==> src/hw/rtl/chunk_reassembly_tracker_assert.svh <==
// ----------------------------------------------------------------------------
// Assertion macros for the chunk reassembly tracker
// Clocked on i_clk, disabled while i_rst_n is low.
// ----------------------------------------------------------------------------
`ifndef CHUNK_REASSEMBLY_TRACKER_ASSERT_SVH
`define CHUNK_REASSEMBLY_TRACKER_ASSERT_SVH

// expr holds at every edge
`define CRT_ASSERT_ALWAYS(label, expr, msg) \
    label: assert property (@(posedge i_clk) disable iff (!i_rst_n) (expr)) else $error(msg);

// ante implies cons in the same cycle
`define CRT_ASSERT_IMPL(label, ante, cons, msg) \
    label: assert property (@(posedge i_clk) disable iff (!i_rst_n) (ante) |-> (cons)) \
        else $error(msg);

// ante implies cons in the next cycle
`define CRT_ASSERT_NEXT(label, ante, cons, msg) \
    label: assert property (@(posedge i_clk) disable iff (!i_rst_n) (ante) |=> (cons)) \
        else $error(msg);

`endif

==> src/hw/rtl/crt_pkg.sv <==
// ----------------------------------------------------------------------------
// crt_pkg
// Types and constants shared by the chunk reassembly tracker modules.
// ----------------------------------------------------------------------------
package crt_pkg;

    localparam int SLOTS      = 32;
    localparam int SLOT_W     = 5;
    localparam int CHUNK_W    = 12;
    localparam int BLK_W      = 22;
    localparam int OFF_W      = 10;
    localparam int BPC        = 1024;
    localparam int MAX_CHUNKS = 4096;
    localparam int TOT_W      = 13;
    localparam int HR_W       = 6;
    localparam int CNT_W      = 11;
    localparam int FREE_W     = 6;
    localparam int CTR_W      = 32;
    localparam int WORD_W     = 32;   // bits per bitmap word
    localparam int BIT_W      = 5;
    localparam int WSEL_W     = 5;    // words per slot bitmap: 32
    localparam int MAP_AW     = SLOT_W + WSEL_W;
    localparam int MAP_DEPTH  = 1 << MAP_AW;
    localparam int FIN_AW     = 7;
    localparam int FIN_ROWS   = 1 << FIN_AW;
    localparam int CFG_IDX_W  = 2;

    localparam logic [CFG_IDX_W-1:0] CFG_TOTAL_CHUNKS = 2'd0;
    localparam logic [CFG_IDX_W-1:0] CFG_HEADROOM     = 2'd1;

    typedef enum logic [1:0] {
        FN_ADD     = 2'd0,
        FN_SUGGEST = 2'd1,
        FN_CONSUME = 2'd2,
        FN_FINISH  = 2'd3
    } t_func;

    typedef enum logic [3:0] {
        STS_OK       = 4'd0,
        STS_DUP      = 4'd1,
        STS_STALE    = 4'd2,
        STS_NO_SLOT  = 4'd3,
        STS_RANGE    = 4'd4,
        STS_SUG_OPEN = 4'd5,
        STS_SUG_NEW  = 4'd6,
        STS_FULL     = 4'd7,
        STS_DONE     = 4'd8,
        STS_NONE     = 4'd9,
        STS_NOT_OPEN = 4'd10
    } t_status;

    typedef enum logic [3:0] {
        ST_IDLE,
        ST_DISPATCH,
        ST_ADD_CHK,
        ST_CLEAR,
        ST_ADD_WR,
        ST_FIN_WR,
        ST_SG_SLOT,
        ST_SG_WORD,
        ST_SG_HIGH,
        ST_SG_CADDR,
        ST_SG_CCHK,
        ST_EMIT
    } t_state;

    typedef struct packed {
        t_func              func;
        logic [CHUNK_W-1:0] chunk;
        logic [OFF_W-1:0]   off;
        logic               bad;
    } t_cmd;

    typedef struct packed {
        t_status            status;
        logic [BLK_W-1:0]   sugg;
        logic [CHUNK_W-1:0] chunk;
        logic [SLOT_W-1:0]  slot;
        logic [CTR_W-1:0]   dup;
        logic [CTR_W-1:0]   stale;
    } t_result;

endpackage

==> src/hw/rtl/crt_front.sv <==
// ----------------------------------------------------------------------------
// crt_front
// Accepts items, decodes chunk and offset and flags out-of-range indices.
// ----------------------------------------------------------------------------
module crt_front import crt_pkg::*; (
    input  logic               i_valid,
    output logic               o_ready,
    input  logic [1:0]         i_func,
    input  logic [BLK_W-1:0]   i_block,
    input  logic [CHUNK_W-1:0] i_chunk,
    input  logic [TOT_W-1:0]   i_total,
    input  logic               i_q_full,
    output logic               o_push,
    output t_cmd               o_cmd
);

    logic [CHUNK_W-1:0] w_chunk;
    t_func              w_func;

    assign w_func  = t_func'(i_func);
    assign o_ready = !i_q_full;
    assign o_push  = i_valid && !i_q_full;

    always_comb begin
        w_chunk = (w_func == FN_ADD) ? i_block[BLK_W-1:OFF_W] : i_chunk;
        o_cmd.func  = w_func;
        o_cmd.chunk = w_chunk;
        o_cmd.off   = i_block[OFF_W-1:0];
        // only add and finish carry an index that can fall outside the image
        o_cmd.bad   = ((w_func == FN_ADD) || (w_func == FN_FINISH))
                      && ({1'b0, w_chunk} >= i_total);
    end

endmodule

==> config.mk <==
export PLATFORM = sky130hd
export DESIGN_NAME = crt_front
export DESIGN_NICKNAME = d
export VERILOG_FILES = /design/src/hw/rtl/chunk_reassembly_tracker_assert.svh /design/src/hw/rtl/crt_pkg.sv /design/src/hw/rtl/crt_front.sv
export SDC_FILE = /design/constraint.sdc
export NUM_CORES = 1
export LEC_CHECK = 0
export ABC_CLOCK_PERIOD_IN_PS = 3200
export BUFFER_PORTS_ARGS = -buffer_cell sky130_fd_sc_hd__clkbuf_2
export CAP_MARGIN = 20
export CORE_UTILIZATION = 33
export DETAILED_ROUTE_END_ITERATION = 10
export GPL_TIMING_DRIVEN = 0
export PLACE_DENSITY = 0.86
export SLEW_MARGIN = 20
export SYNTH_ARGS = -nofsm -noshare
export SYNTH_HDL_FRONTEND = slang
export SYNTH_SLANG_ARGS = --single-unit
==> constraint.sdc <==
create_clock -name vclk -period 3.2
set_input_delay 0.48 -clock vclk [all_inputs]
set_output_delay 0.48 -clock vclk [all_outputs]
set_load 0.01 [all_outputs]
==> reports/results.ini <==
[setup_path]
crit_buf_inv=4
cp_data_arrival_time_ns=2.52
crit_required_ns=2.72
worstSetupPathType=in2out
crit_fanout=10
end_kind=primary output
slowest_stage=mux2_2
max_stage_delay_ns=0.37
critical_path.startpoint=i_func[0]
start_kind=input pin
crit_family=buffers and inverters
cp_cell_sequence=clkbuf_2, inv_1, ha_1, buf_4, mux2_2, ha_1, nand4b_1, nor4_2, o31ai_1, o311ai_1, clkbuf_2

[grt]
grt.total_usage_pct=14.33
grt_overflow=0
antenna_found_initial=0
grt_max_degree=11
met1_usage_pct=13.25
met2_usage_pct=33.64
busiest_layer=met2
met3_usage_pct=0.4167
grt_pass1_vias=600
grt_pass1_wl_um=2159

[routing]
post_drt_wl_per_cell_um=9.191
drc=10
viasPerCell=4.561
ant_nets=0
drt_iter0_markers=16
drtPass1Iterations=7
vias=716
wirelength_um=1443

[finish]
n_sequential_cell=0
antenna_cells=0
drive_gt1_share_pct=65.96
regArea_um2=0
syn_to_final_growth_pct=64.02
clkbuf_count=0
layout_common_cells=clkbuf_2, inv_1, buf_4, ha_1, mux2_2
stdcell_area_um2=929.6
utilization_pct=59.63
nNetsFinal=207
final_common_cell=clkbuf_2

[status]
status=finished, violations left
violations=design-rule violations

[floorplanning]
coreArea_um2=1559
die_w_um=43.45
initial_utilization_pct=36.36
rows=14
dieArea_um2=1887
die_y_um=43.45
io_pins=78

[logic_synthesis]
avgSynthCellArea_um2=7.764
synthCells=73
synth.net_count=137
ys_seq_area_share_pct=0
synth_area_um2=566.8
yosys_warnings=0
synth.distinct_cells=19

[place]
io_buffers=68
placed_cell_area_um2=927.1
dp_hpwl_um=1385
gp_congestion=0.6640

[power_and_ir_drop]
p_int_mw=0.07066
powerDensity_nw_per_um2=137.7
p_sw_mw=0.05733
p_sw_share_pct=44.79
vdd_drop_max_uv=59.97
p_leak_nw=0.6149
power_frac_comb_pct=100.0
seq_power_share_pct=0
clkPwrFrac_pct=0

[sta]
fin_tns_setup_ns=0
tightest_slew_ns=0.2250
rsz0062_at_grt=false
setup_viol=0
drv_slew=0
min_period_ns=3.001
final_hold_viol_count=0
relSlewSlack_pct=84.76
post-route-period-util_pct=93.77
fmax_ghz=0.3333

[min_path]
min-delay-start=i_block[0]
hp-class=in2out

[clock_network]
cts-hold-fix-buffers=0
cts_resized=0
cts_setup_buffers=0

[job]
drv.max_cap_violation_count=0

power by group through the flow:
| stage | registers, mW | logic, mW | clock network [mW] |
|---|---|---|---|
| 2_1_floorplan | 0 | 0.0750 | 0 |
| 3_3_place_gp | 0 | 0.124 | 0 |
| 3_5_place_dp | 0 | 0.129 | 0 |
| 4_1_cts | 0 | 0.129 | 0 |
| 5_1_grt | 0 | 0.144 | 0 |
| 6_report | 0 | 0.128 | 0 |
cells by family after synthesis:
| logic type | count (synthesis) | synth area share [%] |
|---|---|---|
| buffers and inverters | 29 | 27.37 |
| adders and majority gates | 13 | 28.70 |
| muxes | 12 | 23.62 |
| AOI/OAI and AO/OA | 10 | 10.82 |
| and+or+nand+nor | 9 | 9.492 |
cells in the mapped netlist:
library cell | number | area [µm²]
nand4b_1 | 1 | 8.760
nand2_1 | 3 | 11.26
o311ai_1 | 1 | 8.760
a21oi_1 | 5 | 25.02
nand3_1 | 1 | 5.000
a21o_1 | 1 | 7.510
nor4_2 | 1 | 12.51
inv_1 | 16 | 60.06
ha_1 | 13 | 162.7
nand4_1 | 1 | 6.260
mux2_2 | 11 | 123.9
o21ai_0 | 1 | 5.000
nor2_1 | 1 | 3.750
buf_4 | 12 | 90.09
buf_2 | 1 | 5.000
a21boi_0 | 1 | 7.510
nor2b_1 | 1 | 6.260
mux2i_1 | 1 | 10.01
o31ai_1 | 1 | 7.510
path summary, 6_finish.rpt:
path / end / slack (ns) / cells past startpoint
max: o_cmd[0] / 0.20 / 11
min: o_cmd[1] / 1.15 / 2
layout make-up:
| class | count | area (µm²) |
|---|---|---|
| timing repair buffer | 68 | 340.3 |
| fill | 148 | 629.4 |
| tap | 16 | 20.02 |
| buffer | 13 | 97.59 |
| inverter | 16 | 60.06 |
| multi-input combinational | 44 | 411.6 |
layer usage:
layer	share of wire, %	wire (µm)
met4	0	0
met1	33	483
met2	57	828
met5	0	0
met3	9.1	131
through the flow:
step / power [mW] / hold WS, ns / std cells / setup WS [ns]
final: 0.1280 / 1.146 / 157 / 0.1993
after global routing: 0.1437 / 1.150 / 157 / 0.0004854
after CTS: 0.1294 / 1.148 / 157 / 0.06643
after detailed placement: 0.1286 / 1.148 / 157 / 0.07761
after global placement: 0.1243 / 1.148 / 157 / 0.1265
after floorplan: 0.07495 / 1.004 / 73 / 0.5022
Power figures use the tool's default switching activity.
