--- config.mk ---
export PLATFORM = sky130hd
export DESIGN_NAME = crt_queue
export DESIGN_NICKNAME = d
export VERILOG_FILES = /design/src/hw/rtl/chunk_reassembly_tracker_assert.svh /design/src/hw/rtl/crt_pkg.sv /design/src/hw/rtl/crt_queue.sv
export SDC_FILE = /design/constraint.sdc
export NUM_CORES = 1
export LEC_CHECK = 0
export BUFFER_PORTS_ARGS = -buffer_cell sky130_fd_sc_hd__buf_2
export CAP_MARGIN = 20
export CELL_PAD_IN_SITES_DETAIL_PLACEMENT = 1
export CELL_PAD_IN_SITES_GLOBAL_PLACEMENT = 2
export CORE_ASPECT_RATIO = 1.2
export CORE_MARGIN = 3
export CORE_UTILIZATION = 34
export CTS_BUF_LIST = sky130_fd_sc_hd__clkbuf_16
export CTS_CLUSTER_DIAMETER = 30
export DETAILED_ROUTE_END_ITERATION = 6
export GPL_TIMING_DRIVEN = 0
export MAX_ROUTING_LAYER = met4
export PLACE_DENSITY = 0.82
export SLEW_MARGIN = 5
export SYNTH_ARGS = -nofsm -noshare
export SYNTH_HDL_FRONTEND = slang
export SYNTH_SLANG_ARGS = --single-unit
--- constraint.sdc ---
create_clock -name i_clk -period 1.8 [get_ports i_clk]
set_input_delay 0.36 -clock i_clk [delete_from_list [all_inputs] [get_ports i_clk]]
set_output_delay 0.36 -clock i_clk [all_outputs]
set_load 0.005 [all_outputs]
--- src/hw/rtl/chunk_reassembly_tracker_assert.svh ---
// ----------------------------------------------------------------------------
// Assertion macros for the chunk reassembly tracker
// Clocked on i_clk, disabled while i_rst_n is low.
// ----------------------------------------------------------------------------
`ifndef CHUNK_REASSEMBLY_TRACKER_ASSERT_SVH
`define CHUNK_REASSEMBLY_TRACKER_ASSERT_SVH

// expr holds at every edge
`define CRT_ASSERT_ALWAYS(label, expr, msg) \
    label: assert property (@(posedge i_clk) disable iff (!i_rst_n) (expr)) else $error(msg);

// ante implies cons in the same cycle
`define CRT_ASSERT_IMPL(label, ante, cons, msg) \
    label: assert property (@(posedge i_clk) disable iff (!i_rst_n) (ante) |-> (cons)) \
        else $error(msg);

// ante implies cons in the next cycle
`define CRT_ASSERT_NEXT(label, ante, cons, msg) \
    label: assert property (@(posedge i_clk) disable iff (!i_rst_n) (ante) |=> (cons)) \
        else $error(msg);

`endif

--- src/hw/rtl/crt_pkg.sv ---
// ----------------------------------------------------------------------------
// crt_pkg
// Types and constants shared by the chunk reassembly tracker modules.
// ----------------------------------------------------------------------------
package crt_pkg;

    localparam int SLOTS      = 32;
    localparam int SLOT_W     = 5;
    localparam int CHUNK_W    = 12;
    localparam int BLK_W      = 22;
    localparam int OFF_W      = 10;
    localparam int BPC        = 1024;
    localparam int MAX_CHUNKS = 4096;
    localparam int TOT_W      = 13;
    localparam int HR_W       = 6;
    localparam int CNT_W      = 11;
    localparam int FREE_W     = 6;
    localparam int CTR_W      = 32;
    localparam int WORD_W     = 32;   // bits per bitmap word
    localparam int BIT_W      = 5;
    localparam int WSEL_W     = 5;    // words per slot bitmap: 32
    localparam int MAP_AW     = SLOT_W + WSEL_W;
    localparam int MAP_DEPTH  = 1 << MAP_AW;
    localparam int FIN_AW     = 7;
    localparam int FIN_ROWS   = 1 << FIN_AW;
    localparam int CFG_IDX_W  = 2;

    localparam logic [CFG_IDX_W-1:0] CFG_TOTAL_CHUNKS = 2'd0;
    localparam logic [CFG_IDX_W-1:0] CFG_HEADROOM     = 2'd1;

    typedef enum logic [1:0] {
        FN_ADD     = 2'd0,
        FN_SUGGEST = 2'd1,
        FN_CONSUME = 2'd2,
        FN_FINISH  = 2'd3
    } t_func;

    typedef enum logic [3:0] {
        STS_OK       = 4'd0,
        STS_DUP      = 4'd1,
        STS_STALE    = 4'd2,
        STS_NO_SLOT  = 4'd3,
        STS_RANGE    = 4'd4,
        STS_SUG_OPEN = 4'd5,
        STS_SUG_NEW  = 4'd6,
        STS_FULL     = 4'd7,
        STS_DONE     = 4'd8,
        STS_NONE     = 4'd9,
        STS_NOT_OPEN = 4'd10
    } t_status;

    typedef enum logic [3:0] {
        ST_IDLE,
        ST_DISPATCH,
        ST_ADD_CHK,
        ST_CLEAR,
        ST_ADD_WR,
        ST_FIN_WR,
        ST_SG_SLOT,
        ST_SG_WORD,
        ST_SG_HIGH,
        ST_SG_CADDR,
        ST_SG_CCHK,
        ST_EMIT
    } t_state;

    typedef struct packed {
        t_func              func;
        logic [CHUNK_W-1:0] chunk;
        logic [OFF_W-1:0]   off;
        logic               bad;
    } t_cmd;

    typedef struct packed {
        t_status            status;
        logic [BLK_W-1:0]   sugg;
        logic [CHUNK_W-1:0] chunk;
        logic [SLOT_W-1:0]  slot;
        logic [CTR_W-1:0]   dup;
        logic [CTR_W-1:0]   stale;
    } t_result;

endpackage

--- src/hw/rtl/crt_queue.sv ---
// ----------------------------------------------------------------------------
// crt_queue
// Two-entry command queue between the front and the back.
// ----------------------------------------------------------------------------
module crt_queue import crt_pkg::*; (
    input  logic i_clk,
    input  logic i_rst_n,
    input  logic i_push,
    input  t_cmd i_data,
    output logic o_full,
    output logic o_valid,
    input  logic i_pop,
    output t_cmd o_data
);

    t_cmd       r_mem [2];
    logic       r_wp;
    logic       r_rp;
    logic [1:0] r_cnt;

    assign o_full  = (r_cnt == 2'd2);
    assign o_valid = (r_cnt != 2'd0);
    assign o_data  = r_mem[r_rp];

    always_ff @(posedge i_clk) begin
        if (!i_rst_n) begin
            r_wp  <= 1'b0;
            r_rp  <= 1'b0;
            r_cnt <= 2'd0;
        end else begin
            if (i_push) r_wp <= !r_wp;
            if (i_pop)  r_rp <= !r_rp;
            r_cnt <= r_cnt + {1'b0, i_push} - {1'b0, i_pop};
        end
    end

    always_ff @(posedge i_clk) begin
        if (i_push) r_mem[r_wp] <= i_data;
    end

endmodule

==> flow_summary.yaml, run 1 <==
detailed_routing:
  routed_wl_um: 3640
  first_pass_iters: 2
  detail_route.vias_per_cell: 4.24
  drt.antenna.violating_nets: 0
  vias: 1040
  wire_per_inst_um: 14.9
  drc: 0
  drtIter0Drc: 45
clocking:
  ctsHoldBuffers: 0
  cts_setup_buffers: 0
  clock_latency_ps: 280
  cts_made_buffers: 5
  cts_buffer_depth: 2
  cts_max_level: 2
  clk_transition_reported_paths_ps: 60
  cts_tree: "done"
  cts.sinks: 55
  post_cts_resized: 0
  root_buffer: "clkbuf_16"
layout:
  design_area_mm2: 0.00271
  drive_above_1_share_pct: 57.7
  area_growth_pct: 26.8
  antenna-diode-count: 0
  instances_no_fill: 245
  nets: 194
pwr:
  worst_ir_drop_vdd_uv: 536
  leakage_nw: 1.08
  power_density_mw_per_mm2: 1070
synthesis:
  yosysTopAreaCellShare_pct: 70.3
  postSynthCellCount: 99
  synth.avg_cell_area_um2: 21.6
  seq_area_frac_synth_pct: 74.9
  syn_area_mm2: 0.00214
  ys_ff_latch: 55
  synth_largest_area_cell: "edfxtp_1"
  synth_nets: 130
  ys_types: 14
  synthTopCellsByArea: "edfxtp_1, mux2_4, dfxtp_1, mux2_2, buf_12"
  yosysWarnings: 0
die:
  die_h_um: 92.9
  die_w_um: 78.4
  core-area_mm2: 0.00605
  die_area_mm2: 0.00728
  rows: 31
  start_util_pct: 35.3
  io_pins: 56
grt:
  grt_use_total_pct: 10.6
  grt_max_degree: 17
  grt_pass1_wl_um: 5550
  antenna_found_initial: 0
  grt_overflow: 0
  first_global_vias: 1098
timing:
  rsz0062_at_grt: "false"
  skew_ps: 2.96
  hold_viol: 0
  worst_slack_ps: 90.5
  fmax_mhz: 585
  period_share_pct: 95.0
  slew_headroom_pct: 48.2
  finalSetupViolations: 0
  fin_crit_ps: 1710
  tightest_slew_ps: 774
  hold_slack_ps: 265
  slew_viol_final: 0
run_status:
  outcome: "complete, no violations"
min_path:
  worstHoldPathType: "in2reg"
  min_path_cells: 1
critical_path:
  cp_max_fo: 10
  rr_worst_depth: 2
  cp-start-kind: "flip-flop"
  arrival_ps: 1350
  cp-end-kind: "output pin"
  crit_required_ps: 1440
  crit_type: "reg2out"
placed_design:
  place_inst: 238
  io_buffers: 55
  pre_cts_ws_ps: 90.7
  place_area_mm2: 0.00255
  gp_congestion: 0.624
  detailed_place_hpwl_um: 2800
flow_run:
  maxCapViolCount: 0
-- report_power, final --
part / internal, mW / total, mW / switching [mW]
clock network: 0.647 / 1.04 / 0.390
logic: 0.220 / 0.366 / 0.146
registers: 1.47 / 1.50 / 0.0237
-- stage by stage --
step / utilization [%] / setup TNS, ps / total power [mW]
after floorplan: - / 0 / 1.75
after global placement: 41.6 / -3300 / 1.88
after detailed placement: 42.1 / 0 / 1.91
after CTS: 44.8 / 0 / 2.94
after global routing: 44.8 / 0 / 3.02
final: 44.8 / 0 / 2.90
-- cells in the mapped netlist, drive strengths merged --
cell type / count
edfxtp: 50
ha: 2
o21a: 1
inv: 2
xor2: 1
dfxtp: 5
mux2: 25
and2: 4
xnor3: 1
buf: 3
or2: 1
nor2b: 4
-- worst max-delay path: stages, from the launching register on --
cell     delay, ps
dfxtp_1        320
buf_6          150
buf_12         150
mux2_4         300
buf_2          130
-- cell families after synthesis --
family          share of synthesized area [%]
compound gates                          0.351
xor+xnor                                 1.46
fa+ha+maj                                1.17
buf+inv                                  2.75
flops                                    74.9
mux                                      16.7
simple gates                             2.63
-- layer usage --
layer	routed length, µm	GRT usage (%)
met5	0	-
met4	66	4.37
met3	186	2.72
met2	2040	19.2
met1	1350	10.7
-- worst paths after layout --
check | from | to | slack (ps)
max reg2reg | r_wp$_SDFFE_PN0P_ | r_mem[0][19]$_DFFE_PP_ | 310
min reg2reg | r_rp$_SDFFE_PN0P_ | flip-flop | 590
max | flip-flop | o_data[6] | 90
min | i_data[15] | r_mem[1][15]$_DFFE_PP_ | 270
-- layout make-up --
| cell class | count | area [µm²] |
|---|---|---|
| Clock buffer | 5 | 125 |
| Sequential cell | 55 | 1600 |
| Fill cell | 628 | 3340 |
| Multi-Input combinational cell | 39 | 479 |
| Clock inverter | 2 | 37.5 |
| Timing Repair Buffer | 57 | 305 |
| Tap cell | 82 | 103 |
| Buffer | 3 | 51.3 |
| Inverter | 2 | 7.51 |
-- sequential cells by signal (all words and copies together) (netlist names), named ones only --
| name | count |
|---|---|
| r_mem | 50 |
| r_cnt | 2 |
| r_rp | 1 |
| r_wp | 1 |
-- layout by cell type, fill, tap and decap left out, drive strengths merged --
| master | synthesis | layout |
|---|---|---|
| buf | 3 | 60 |
| edfxtp | 50 | 50 |
| mux2 | 25 | 25 |
| dfxtp | 5 | 5 |
| clkbuf | 0 | 5 |
| and2 | 4 | 4 |
| nor2b | 4 | 4 |
| inv | 2 | 2 |
| ha | 2 | 2 |
| or2 | 1 | 1 |
| xor2 | 1 | 1 |
| o21a | 1 | 1 |
| xnor3 | 1 | 1 |
| clkinvlp | 0 | 1 |
| bufinv | 0 | 1 |
Power figures use the tool's default switching activity.
==> inputs of run 2 (changes only) <==
--- a/config.mk
+++ b/config.mk
@@ -5,12 +5,12 @@
 export SDC_FILE = /design/constraint.sdc
 export NUM_CORES = 1
 export LEC_CHECK = 0
-export BUFFER_PORTS_ARGS = -buffer_cell sky130_fd_sc_hd__buf_2
+export BUFFER_PORTS_ARGS = -buffer_cell sky130_fd_sc_hd__buf_4
 export CAP_MARGIN = 20
 export CELL_PAD_IN_SITES_DETAIL_PLACEMENT = 1
 export CELL_PAD_IN_SITES_GLOBAL_PLACEMENT = 2
 export CORE_ASPECT_RATIO = 1.2
-export CORE_MARGIN = 3
+export CORE_MARGIN = 2
 export CORE_UTILIZATION = 34
 export CTS_BUF_LIST = sky130_fd_sc_hd__clkbuf_16
 export CTS_CLUSTER_DIAMETER = 30
@@ -18,6 +18,7 @@
 export GPL_TIMING_DRIVEN = 0
 export MAX_ROUTING_LAYER = met4
 export PLACE_DENSITY = 0.82
+export RECOVER_POWER = 50
 export SLEW_MARGIN = 5
 export SYNTH_ARGS = -nofsm -noshare
 export SYNTH_HDL_FRONTEND = slang
==> flow_summary.yaml, run 2 (synthesized netlist as in run 1, its figures left out) <==
run_status:
  outcome: "complete, no violations"
min_path:
  hold_start: "i_data[15]"
  worstHoldPathType: "in2reg"
detailed_routing:
  first_pass_iters: 3
  vias: 1061
  drc: 0
  detail_route.vias_per_cell: 4.31
  routed_wl_um: 3660
  wire_per_inst_um: 14.9
  drtIter0Drc: 41
  drt.antenna.violating_nets: 0
layout:
  largest_register_ffs: 50
  fillers: 611
  largest-register: "r_mem"
  drive_above_1_share_pct: 53.0
  fin_util_pct: 46.7
  design_area_mm2: 0.00283
  reg_top3: "r_mem (50), r_cnt (2)"
  multi_input_area_um2: 479
  nets: 194
  final_cell_mix: "edfxtp_1, buf_4, mux2_4, clkbuf_4, clkbuf_1"
  mostFrequentLayoutCell: "edfxtp_1"
  seq_area_mm2: 0.00160
  area_growth_pct: 32.2
  instances_no_fill: 246
  antenna-diode-count: 0
critical_path:
  crit_required_ps: 1440
  r2r-start: "r_wp$_SDFFE_PN0P_"
  cp_top_family: "buffers and inverters"
  path_cells: "buf_6 > buf_12 > mux2_4 > buf_4"
  cp-start-kind: "flip-flop"
  cp_max_fo: 10
  slowest_delay_ps: 320
  arrival_ps: 1350
  path_buf_inv: 3
  cpMaxStageDelayCell: "dfxtp_1"
  crit_type: "reg2out"
  cp-end-kind: "output pin"
die:
  die_area_mm2: 0.00694
  start_util_pct: 35.3
  core-area_mm2: 0.00605
  die_h_um: 90.9
  io_pins: 56
  rows: 31
  die_w_um: 76.4
timing:
  finalSetupViolations: 0
  fin_crit_ps: 1710
  skew_ps: 1.71
  rsz0062_at_grt: "false"
  tightest_slew_ps: 784
  slew_headroom_pct: 47.7
  slew_viol_final: 0
  hold_viol: 0
  period_share_pct: 95.0
  fin_setup_tns_ps: 0
  fmax_mhz: 585
grt:
  grt_pass1_wl_um: 5930
  first_global_vias: 1194
  grt_max_degree: 26
  grt_use_total_pct: 11.5
  grt_overflow: 0
  antenna_found_initial: 0
clocking:
  cts_buffer_depth: 2
  post_cts_resized: 0
  cts_max_level: 2
  root_buffer: "clkbuf_16"
  ctsHoldBuffers: 0
  clk_transition_reported_paths_ps: 60
  clock_latency_ps: 280
  cts_made_buffers: 5
  cts.sinks: 55
  cts_setup_buffers: 0
  cts_tree: "done"
pwr:
  leakage_nw: 1.11
  power_density_mw_per_mm2: 988
  worst_ir_drop_vdd_uv: 535
placed_design:
  place_inst: 237
  detailed_place_hpwl_um: 2740
  place_area_mm2: 0.00268
  gp_congestion: 0.687
  io_buffers: 55
flow_run:
  maxCapViolCount: 0
run 2: cell count changes in the layout (fill, tap and decap cells not counted), moves of 2 or more:
cell      previous run  this run
clkbuf_1             0         6
inv_1                2         4
and2_1               4         2
buf_8                2         0
and2_0               0         2
buf_16               0         2
buf_4                0        29
clkbuf_4             0        20
buf_2               55         0
run 2: path summary, 6_finish.rpt:
kind	cells after the start	end	slack [ps]
max reg2reg	2	r_mem[1][18]$_DFFE_PP_	240
min reg2reg	2	r_rp$_SDFFE_PN0P_	590
max	4	o_data[12]	90
min	1	r_mem[0][15]$_DFFE_PP_	290
run 2: cell type report:
| cell class | instances | share of cell area [%] |
|---|---|---|
| inverters | 2 | 0.266 |
| repair buffers | 57 | 15.8 |
| clock inverters | 3 | 0.443 |
| well taps | 82 | 3.63 |
| plain buffers | 3 | 1.82 |
| flip-flops and latches | 55 | 56.7 |
| clock buffers | 5 | 4.43 |
| multi-input cells | 39 | 17.0 |
run 2: power by group:
group | total [mW] | switching [mW] | leakage, nW | internal (mW)
Clock | 0.871 | 0.368 | 0.0762 | 0.502
Combinational | 0.420 | 0.149 | 0.523 | 0.271
Sequential | 1.50 | 0.0261 | 0.511 | 1.48
run 2: metrics by stage:
step	power, mW	worst slack, ps	hold slack [ps]
after detailed placement	1.96	-19.0	549
after global placement	1.93	-94.2	546
after CTS	2.84	46.2	258
after global routing	2.92	18.9	276
final	2.79	89.4	289
after floorplan	1.75	324	459
run 2: metal layers:
layer / global-route usage [%] / up-vias / share of wire [%]
met4: 3.64 / 0 / 0.79
li1: - / 502 / -
met1: 11.2 / 526 / 35
met5: - / - / 0
met2: 21.8 / 31 / 59
met3: 3.50 / 2 / 4.6
==> inputs of run 3 (changes only) <==
--- a/config.mk
+++ b/config.mk
@@ -5,13 +5,14 @@
 export SDC_FILE = /design/constraint.sdc
 export NUM_CORES = 1
 export LEC_CHECK = 0
+export ABC_AREA = 1
 export BUFFER_PORTS_ARGS = -buffer_cell sky130_fd_sc_hd__buf_4
 export CAP_MARGIN = 20
 export CELL_PAD_IN_SITES_DETAIL_PLACEMENT = 1
 export CELL_PAD_IN_SITES_GLOBAL_PLACEMENT = 2
 export CORE_ASPECT_RATIO = 1.2
 export CORE_MARGIN = 2
-export CORE_UTILIZATION = 34
+export CORE_UTILIZATION = 33
 export CTS_BUF_LIST = sky130_fd_sc_hd__clkbuf_16
 export CTS_CLUSTER_DIAMETER = 30
 export DETAILED_ROUTE_END_ITERATION = 6
==> flow_summary.yaml, run 3 <==
run_status:
  outcome: "complete, no violations"
detailed_routing:
  first_pass_iters: 4
  detail_route.vias_per_cell: 4.42
  drc: 0
  drtIter0Drc: 75
  wire_per_inst_um: 14.8
  routed_wl_um: 3830
  drt.antenna.violating_nets: 0
  vias: 1146
layout:
  nets: 205
  largest-register: "r_mem"
  area_growth_pct: 31.4
  final_cell_mix: "edfxtp_1, buf_4, mux2_4, clkbuf_4, nand2_1"
  largest_register_ffs: 50
  mostFrequentLayoutCell: "edfxtp_1"
  design_area_mm2: 0.00280
  drive_above_1_share_pct: 48.3
  antenna-diode-count: 0
  reg_top3: "r_mem (50), r_cnt (2)"
synthesis:
  muxShareOfSynthArea_pct: 16.7
  seq_area_frac_synth_pct: 75.0
  synth_compound_area_share_pct: 0.234
  yosysTopAreaCellShare_pct: 70.3
  synth_largest_area_cell: "edfxtp_1"
  synth_nets: 142
  synthSimpleGateAreaFrac_pct: 3.22
  ys_ff_latch: 55
  synth_top_family_by_area: "multiplexers"
  synthTopCellsByArea: "edfxtp_1, mux2_4, dfxtp_1, mux2_2, buf_12"
  syn_area_mm2: 0.00213
  yosys-top-cells-count: "edfxtp_1, mux2_4, nand2_1"
  synth_xor_area_share_pct: 0
  ys_types: 12
  synthFlopType: "edfxtp_1"
  synth-adder-area-share_pct: 1.17
  synth_most_common_cell: "edfxtp_1"
  postSynthCellCount: 111
  synth-edff-count: 50
  yosysWarnings: 0
  synthArstFlopShare_pct: 0
  synth.avg_cell_area_um2: 19.2
clocking:
  ctsHoldBuffers: 0
  cts_tree: "done"
  post_cts_resized: 0
  cts_max_level: 2
  cts_buffer_depth: 2
  cts_setup_buffers: 0
  clock_latency_ps: 280
  cts_made_buffers: 5
  cts.sinks: 55
  clk_transition_reported_paths_ps: 70
  root_buffer: "clkbuf_16"
die:
  die_w_um: 77.4
  rows: 32
  io_pins: 56
  core-area_mm2: 0.00633
  die_h_um: 92.1
  die_area_mm2: 0.00713
  start_util_pct: 33.7
timing:
  rsz0062_at_grt: "false"
  finalSetupViolations: 0
  tightest_slew_ps: 1040
  hold_viol: 0
  slew_viol_final: 0
  slew_headroom_pct: 30.4
  fin_crit_ps: 1700
  worst_slack_ps: 101
  period_share_pct: 94.4
  fmax_mhz: 588
  hold_slack_ps: 284
  skew_ps: 5.93
critical_path:
  cp_max_fo: 10
  cp-end-kind: "output pin"
  slowest_delay_ps: 320
  arrival_ps: 1340
  crit_type: "reg2out"
  cp-start-kind: "flip-flop"
  rrSetupSlack_ps: 190
  path_cells: "buf_6 > buf_12 > mux2_4 > buf_4"
  crit_required_ps: 1440
  cpMaxStageDelayCell: "dfxtp_1"
pwr:
  leakage_nw: 1.13
  power_density_mw_per_mm2: 1030
  worst_ir_drop_vdd_uv: 473
grt:
  antenna_found_initial: 0
  first_global_vias: 1262
  grt_pass1_wl_um: 6020
  grt_use_total_pct: 11.6
  grt_overflow: 0
  grt_max_degree: 26
placed_design:
  place_area_mm2: 0.00267
  io_buffers: 55
  gp_congestion: 0.676
  pre_cts_ws_ps: 44.6
  detailed_place_hpwl_um: 2780
flow_run:
  maxCapViolCount: 0
min_path:
  worstHoldPathType: "in2reg"
==> run 3: changes by cell type after synthesis, sizes merged, moves of 4 or more <==
cell   delta
nand2     +9
nor2b     -4
inv       +5
nor2      +8
and2      -4
==> run 3: worst paths after layout <==
kind / from / endpoint / cells past startpoint
worst min register to register: r_rp$_SDFFE_PN0P_ / flip-flop / 2
worst min-delay path: i_data[21] / r_mem[1][21]$_DFFE_PP_ / 1
worst max register to register: r_wp$_SDFFE_PN0P_ / r_mem[1][19]$_DFFE_PP_ / 2
worst max-delay path: flip-flop / o_data[16] / 4
==> run 3: metrics by stage <==
| step | cells | util [%] | power (mW) | TNS (ps) |
|---|---|---|---|---|
| CTS | 259 | 44.7 | 2.93 | 0 |
| global route | 259 | 44.3 | 3.00 | 0 |
| detailed placement | 252 | 42.2 | 1.89 | 0 |
| global placement | 251 | 42.0 | 1.87 | -1830 |
| floorplan | 111 | - | 1.70 | 0 |
| finish | 259 | 44.3 | 2.88 | 0 |
==> run 3: final cells by class <==
cell class,count,area [µm²]
timing repair buffer,56,402
clock inverter,2,33.8
sequential,55,1600
inverter,7,26.3
buffer,3,51.3
tap,85,106
fill,667,3520
multi-input combinational,46,458
clock buffer,5,125
==> run 3: routing by layer <==
layer	global-route usage (%)	up-vias	wire length (µm)
met4	4.02	0	52
met3	3.84	7	259
met5	-	-	0
met2	20.9	47	2060
met1	11.8	561	1450
li1	-	531	-
==> run 3: cell families (layout without fill, tap and decap cells) <==
group	count (synthesis)	count (layout)
and+or+nand+nor	18	18
DFF	55	55
muxes	25	25
adders and majority gates	2	2
AOI/OAI and AO/OA	1	1
buffers and inverters	10	73
==> run 3: worst max-delay path, delay by kind of cell (launching register included) <==
family / cells / cell delay [ps]
buffers and inverters: 3 / 420
DFF: 1 / 320
muxes: 1 / 300
==> run 3: power breakdown <==
part / total (mW) / switching (mW) / internal, mW / leakage, nW
Sequential: 1.50 / 0.0227 / 1.47 / 0.511
Clock: 1.03 / 0.386 / 0.643 / 0.0811
Combinational: 0.353 / 0.145 / 0.208 / 0.533
